`config.mk`:
```
export PLATFORM = sky130hd
export DESIGN_NAME = rcws_div
export DESIGN_NICKNAME = d
export VERILOG_FILES = /design/src/hdl/rcws_div.sv
export SDC_FILE = /design/constraint.sdc
export NUM_CORES = 2
export LEC_CHECK = 0
export BUFFER_PORTS_ARGS = -buffer_cell sky130_fd_sc_hd__buf_2
export CAP_MARGIN = 10
export CORE_UTILIZATION = 50
export DETAILED_ROUTE_END_ITERATION = 10
export PLACE_DENSITY = 0.75
export REMOVE_ABC_BUFFERS = 1
export SLEW_MARGIN = 20
export SYNTH_ARGS = -nofsm -noshare
export SYNTH_HDL_FRONTEND = slang
export SYNTH_SLANG_ARGS = --single-unit
```
`constraint.sdc`:
```
create_clock -name clock -period 5.8 [get_ports clock]
set_input_delay 0.29 -clock clock [delete_from_list [all_inputs] [get_ports clock]]
set_output_delay 0.29 -clock clock [all_outputs]
set_load 0.005 [all_outputs]
```
`src/hdl/rcws_div.sv`:
```
// pipelined restoring divider, one quotient bit per stage, with side payload
module rcws_div #(
   parameter int NW = 32,
   parameter int DW = 24,
   parameter int QW = 32,
   parameter int PW = 8
) (
   input  logic          clock,
   input  logic          reset,
   input  logic          en,
   input  logic          in_valid,
   input  logic [NW-1:0] in_num,
   input  logic [DW-1:0] in_den,
   input  logic [PW-1:0] in_pay,
   output logic          out_valid,
   output logic [QW-1:0] out_quo,
   output logic [DW-1:0] out_rem,
   output logic [PW-1:0] out_pay
);

   logic          vld_st  [QW+1];
   logic [DW-1:0] rem_st  [QW+1];
   logic [DW-1:0] den_st  [QW+1];
   logic [QW-1:0] numl_st [QW+1];
   logic [QW-1:0] quo_st  [QW+1];
   logic [PW-1:0] pay_st  [QW+1];

   // quotient is known to fit, so the top part is already below the divisor
   assign vld_st[0]  = in_valid;
   assign rem_st[0]  = DW'(in_num >> QW);
   assign den_st[0]  = in_den;
   assign numl_st[0] = in_num[QW-1:0];
   assign quo_st[0]  = '0;
   assign pay_st[0]  = in_pay;

   for (genvar s = 0; s < QW; s++) begin : g_stage
      logic          vld_ff;
      logic [DW-1:0] rem_ff, rem_in;
      logic [DW-1:0] den_ff;
      logic [QW-1:0] numl_ff, numl_in;
      logic [QW-1:0] quo_ff, quo_in;
      logic [PW-1:0] pay_ff;
      logic [DW:0]   trial;
      logic [DW:0]   diff;
      logic          ge;

      always_comb begin
         trial   = {rem_st[s], numl_st[s][QW-1]};
         diff    = trial - {1'b0, den_st[s]};
         ge      = trial >= {1'b0, den_st[s]};
         rem_in  = ge ? diff[DW-1:0] : trial[DW-1:0];
         quo_in  = QW'({quo_st[s], ge});
         numl_in = QW'({numl_st[s], 1'b0});
      end

      always_ff @(posedge clock) begin
         if (reset) begin
            vld_ff <= 1'b0;
         end else if (en) begin
            vld_ff <= vld_st[s];
         end
      end

      always_ff @(posedge clock) begin
         if (en) begin
            rem_ff  <= rem_in;
            den_ff  <= den_st[s];
            numl_ff <= numl_in;
            quo_ff  <= quo_in;
            pay_ff  <= pay_st[s];
         end
      end

      assign vld_st[s+1]  = vld_ff;
      assign rem_st[s+1]  = rem_ff;
      assign den_st[s+1]  = den_ff;
      assign numl_st[s+1] = numl_ff;
      assign quo_st[s+1]  = quo_ff;
      assign pay_st[s+1]  = pay_ff;
   end

   assign out_valid = vld_st[QW];
   assign out_quo   = quo_st[QW];
   assign out_rem   = rem_st[QW];
   assign out_pay   = pay_st[QW];

endmodule

```
==> impl_results.md <==
- Outcome: completed
- Mapped Area: 130,800 µm²
- Die Ht: 513.5 µm
- Worst Path Required: 6.27 ns
- Max FO, Critical Path: 33
- Core Box Area: 259,900 µm²
- Routed vias: 76.90k
- Synth cell types: 85
- RR Startpoint: g_stage[3].den_ff[2]
- Slowest CP cell: a21o_1
- Layout fillers: 20.59k
- Std-Cell Rows: 187
- CTS Root Cell: clkbuf_16
- Async set-reset flop share out of synthesis: 0%
- Synth Area per Inst: 13.46 µm²
- H-Tree Depth: 5
- Maximum clock rate: 0.2294 GHz
- Int Power: 52,510 µW
- Reg-to-reg setup timing slack: 1.44 ns
- RePlAce Congestion: 0.9250
- Worst endpoint data arrival time: 4.83 ns
- Seq cells post-synth: 2,824
- Largest net degree at the start of global routing: 187
- Number of global-route vias before repair: 76.20k
- Cells after synthesis: 9,720
- Number of flops mapped to enable cells by yosys: 2,792
- Clock power share: 24.2%
- Worst min path class: in2reg
- Final setup fails: 0
- Hold Path End: g_stage[0].numl_ff[17]
- Die Area: 263,700 µm²
- Total CTS buffers: 306
- Clk_lat worst skew: 0.90 ns
- Sequential share of power: 38.8%
- Setup TNS: 0 ns
- Switching share of power: 33.65%
- Max clock buf depth: 4
- Post-synth top flop: edfxtp_1
- Max VDD drop: 0.0003535 V
- Routed vias/inst: 5.541
- Reg clk slew, reported paths: 0.06 ns
- WL/cell: 18.87 µm
- Worst slew pin tran: 1.082 ns
- CP endpoint kind: flip-flop
- Unrepaired setup endpoints after global routing: false
- ANT nets after route: 0
- Share of post-route cells with drive strength above 1: 10.19%
- Placed cell area: 136,100 µm²
- DRT Pass-1 Iters: 8
- Slowest stage delay, CP: 0.85 ns
- Final Hold Fails: 0
- Relative slew slack: 27.50%
- CP cell instances: inv_1 -> ha_1 -> o21ai_0 -> a21oi_1 -> o311ai_0 -> a21oi_1 -> o21ai_0 -> nand2_1 -> o41ai_1 -> a21o_1 -> o21ai_0
- Pleak: 0.05719 µW
- Final design utilization: 56.46%
- # clock sinks: 2,824
- Final Hold Slack: 0.1081 ns
- WL final: 261.8 mm
- GR Util All Layers: 19.49%
- I/O pin count: 133
- Sequential area share after synthesis: 64.58%
- Combinational Power Share: 37.0%
- Hold Path Stages: 2
- Die W: 513.5 µm
- Global-route wire length before repair: 411.8 mm
- DRC Markers: 0
- Total gr overflow: 0
- Synth warn: 0
- Initial Utilization: 50.32%
- R2R Path End: g_stage[4].rem_ff[21]
- Pwr dens: 539.3 nW/µm²
- DR iter-0 viols: 6,280
- Skew final: 0.04279 ns
- Syn-to-layout area delta: 12.19%
- P_sw: 26,630 µW
- Crit-path most repeated cell: o21ai_0
- Cell area after layout: 146,800 µm²
- FF-to-FF path depth: 11
- Inst Count DP: 13.25k
- Antenna violations before repair: 5
- Tcrit/Tclk final: 75.17%
- Setup CP Type: reg2reg
- IO buf count: 132
- MaxCap Viol Count: 0
- Net count, final: 10.98k
- CP startpoint kind: flip-flop
- Min Tclk post-route: 4.360 ns
- CTS tree: yes
- Count of non-filler cells in the finished layout: 13.88k
- HPWL after detailed placement: 184.3 mm
- Hold_sp: in_num[16]
- Pins over their slew limit: 0
stage by stage:
| stage | setup slack [ns] | total power, µW |
|---|---|---|
| after floorplan | 0.6843 | 51960 |
| after global routing | 1.123 | 83850 |
| after CTS | 1.471 | 79480 |
| after global placement | 1.392 | 58840 |
| final | 1.440 | 79140 |
| after detailed placement | 1.532 | 59840 |
sequential cells by signal, indices dropped and copies added, names as in the netlist:
register / cells
out_rem: 24
g_stage.quo_ff: 496
g_stage.vld_ff: 31
out_pay: 8
out_quo: 32
g_stage.rem_ff: 744
g_stage.den_ff: 744
out_valid: 1
g_stage.pay_ff: 248
g_stage.numl_ff: 496
cells in the mapped netlist, drive strengths merged, types with 14 or more instances:
cell type | number | area, µm²
a211o | 21 | 183.9
a211oi | 65 | 513.0
a21boi | 41 | 307.8
a21o | 287 | 2155
a21oi | 656 | 3283
a221oi | 16 | 175.2
a31o | 19 | 166.4
a31oi | 67 | 419.2
a41oi | 15 | 131.4
and2 | 22 | 137.6
and3 | 45 | 281.5
and4 | 18 | 157.7
buf | 32 | 178.9
clkbuf | 135 | 506.7
dfxtp | 32 | 640.6
edfxtp | 2792 | 83840
fa | 31 | 620.6
ha | 746 | 9334
inv | 921 | 3457
mux2 | 367 | 4133
mux2i | 72 | 720.7
nand2 | 512 | 1927
nand2b | 104 | 650.6
nand3 | 137 | 685.7
nand4 | 99 | 619.3
nor2 | 581 | 2181
nor2b | 102 | 638.1
nor3 | 115 | 575.6
nor4 | 30 | 187.7
o211ai | 38 | 295.3
o21a | 120 | 900.9
o21ai | 509 | 2547
o21bai | 59 | 442.9
o31a | 42 | 367.9
o31ai | 48 | 360.4
o41a | 14 | 157.7
o41ai | 17 | 148.9
or2 | 34 | 212.7
or3 | 32 | 200.2
xnor2 | 334 | 2925
xor2 | 234 | 2049
kinds of logic after synthesis:
| kind of cell | after synthesis | share of synthesized area, % |
|---|---|---|
| compound gates | 2149 | 10.40 |
| xor+xnor | 568 | 3.803 |
| fa+ha+maj | 777 | 7.610 |
| buf+inv | 1089 | 3.170 |
| flops | 2824 | 64.58 |
| mux | 439 | 3.710 |
| simple gates | 1874 | 6.724 |
per-layer routing:
metal | share of wire (%) | GRT usage, % | vias up
met5 | 0 | 0 | -
met4 | 2.9 | 5.975 | 0
met3 | 4.7 | 2.603 | 494
met2 | 49 | 33.06 | 1946
met1 | 44 | 26.04 | 37450
li1 | - | - | 37010
how the worst max path moves through the flow:
| stage | from | end | slack [ns] | cells after the start |
|---|---|---|---|---|
| after global placement | g_stage[3].den_ff[2] | g_stage[4].rem_ff[21] | 1.39 | 11 |
| after CTS | g_stage[3].den_ff[2] | g_stage[4].rem_ff[21] | 1.47 | 11 |
| final | g_stage[3].den_ff[2] | g_stage[4].rem_ff[21] | 1.44 | 11 |
| after detailed placement | g_stage[7].den_ff[1] | g_stage[8].rem_ff[3] | 1.53 | 12 |
| after floorplan | g_stage[5].den_ff[1] | g_stage[6].rem_ff[22] | 0.68 | 12 |
| after global routing | g_stage[3].den_ff[2] | g_stage[4].rem_ff[22] | 1.12 | 11 |
placed cells by master (no fill, tap or decap), types with 45 or more instances in the layout:
master / Yosys / layout
edfxtp_1: 2792 / 2792
mux2_2: 335 / 335
nand2_1: 510 / 510
buf_2: 11 / 131
a21o_1: 287 / 286
o21bai_1: 59 / 59
and3_1: 45 / 45
a211oi_1: 63 / 63
nor2b_1: 102 / 102
dlygate4sd3_1: 0 / 69
nand2b_1: 104 / 104
a21oi_1: 656 / 654
ha_1: 746 / 746
o21a_1: 120 / 118
a31oi_1: 67 / 66
clkbuf_1: 135 / 62
nand3_1: 137 / 137
o21ai_0: 502 / 501
clkbuf_16: 0 / 311
buf_4: 0 / 50
nor3_1: 115 / 114
clkinv_1: 1 / 57
xor2_1: 234 / 234
xnor2_1: 334 / 334
mux2i_1: 72 / 72
o31ai_1: 48 / 48
nand4_1: 99 / 99
nor2_1: 581 / 580
inv_1: 921 / 921
worst max-delay path: cells and delay by family, from the launching register on:
kind            cells  cell delay, ns
fa+ha+maj           1            0.33
flops               1            0.44
compound gates      8            2.99
buf+inv             1            0.07
simple gates        1            0.12
repair_timing:
| item | in CTS | in global routing |
|---|---|---|
| gates resized for setup | 0 | 0 |
| hold endpoints to repair | 198 | 0 |
| hold buffers | 69 | 0 |
| buffers inserted | 0 | 0 |
power groups by stage:
stage                     Combinational [µW]  Sequential [µW]  Clock, µW
after floorplan                        22200            29800          0
after global placement                 27700            31100          0
after detailed placement               28700            31200          0
after global routing                   32300            31100      20400
after CTS                              29000            30800      19700
final                                  29300            30700      19100
area by class of cell:
class	count	area [µm²]	share of cell area (%)
inverters	922	3461	2.358
well taps	3496	4374	2.981
diodes	7	17.52	0.01194
flip-flops and latches	2824	84480	57.56
multi-input cells	5807	42320	28.84
repair buffers	275	2211	1.506
clock buffers	376	8039	5.478
clock inverters	171	1851	1.261
(Power assumes the default switching activity.)
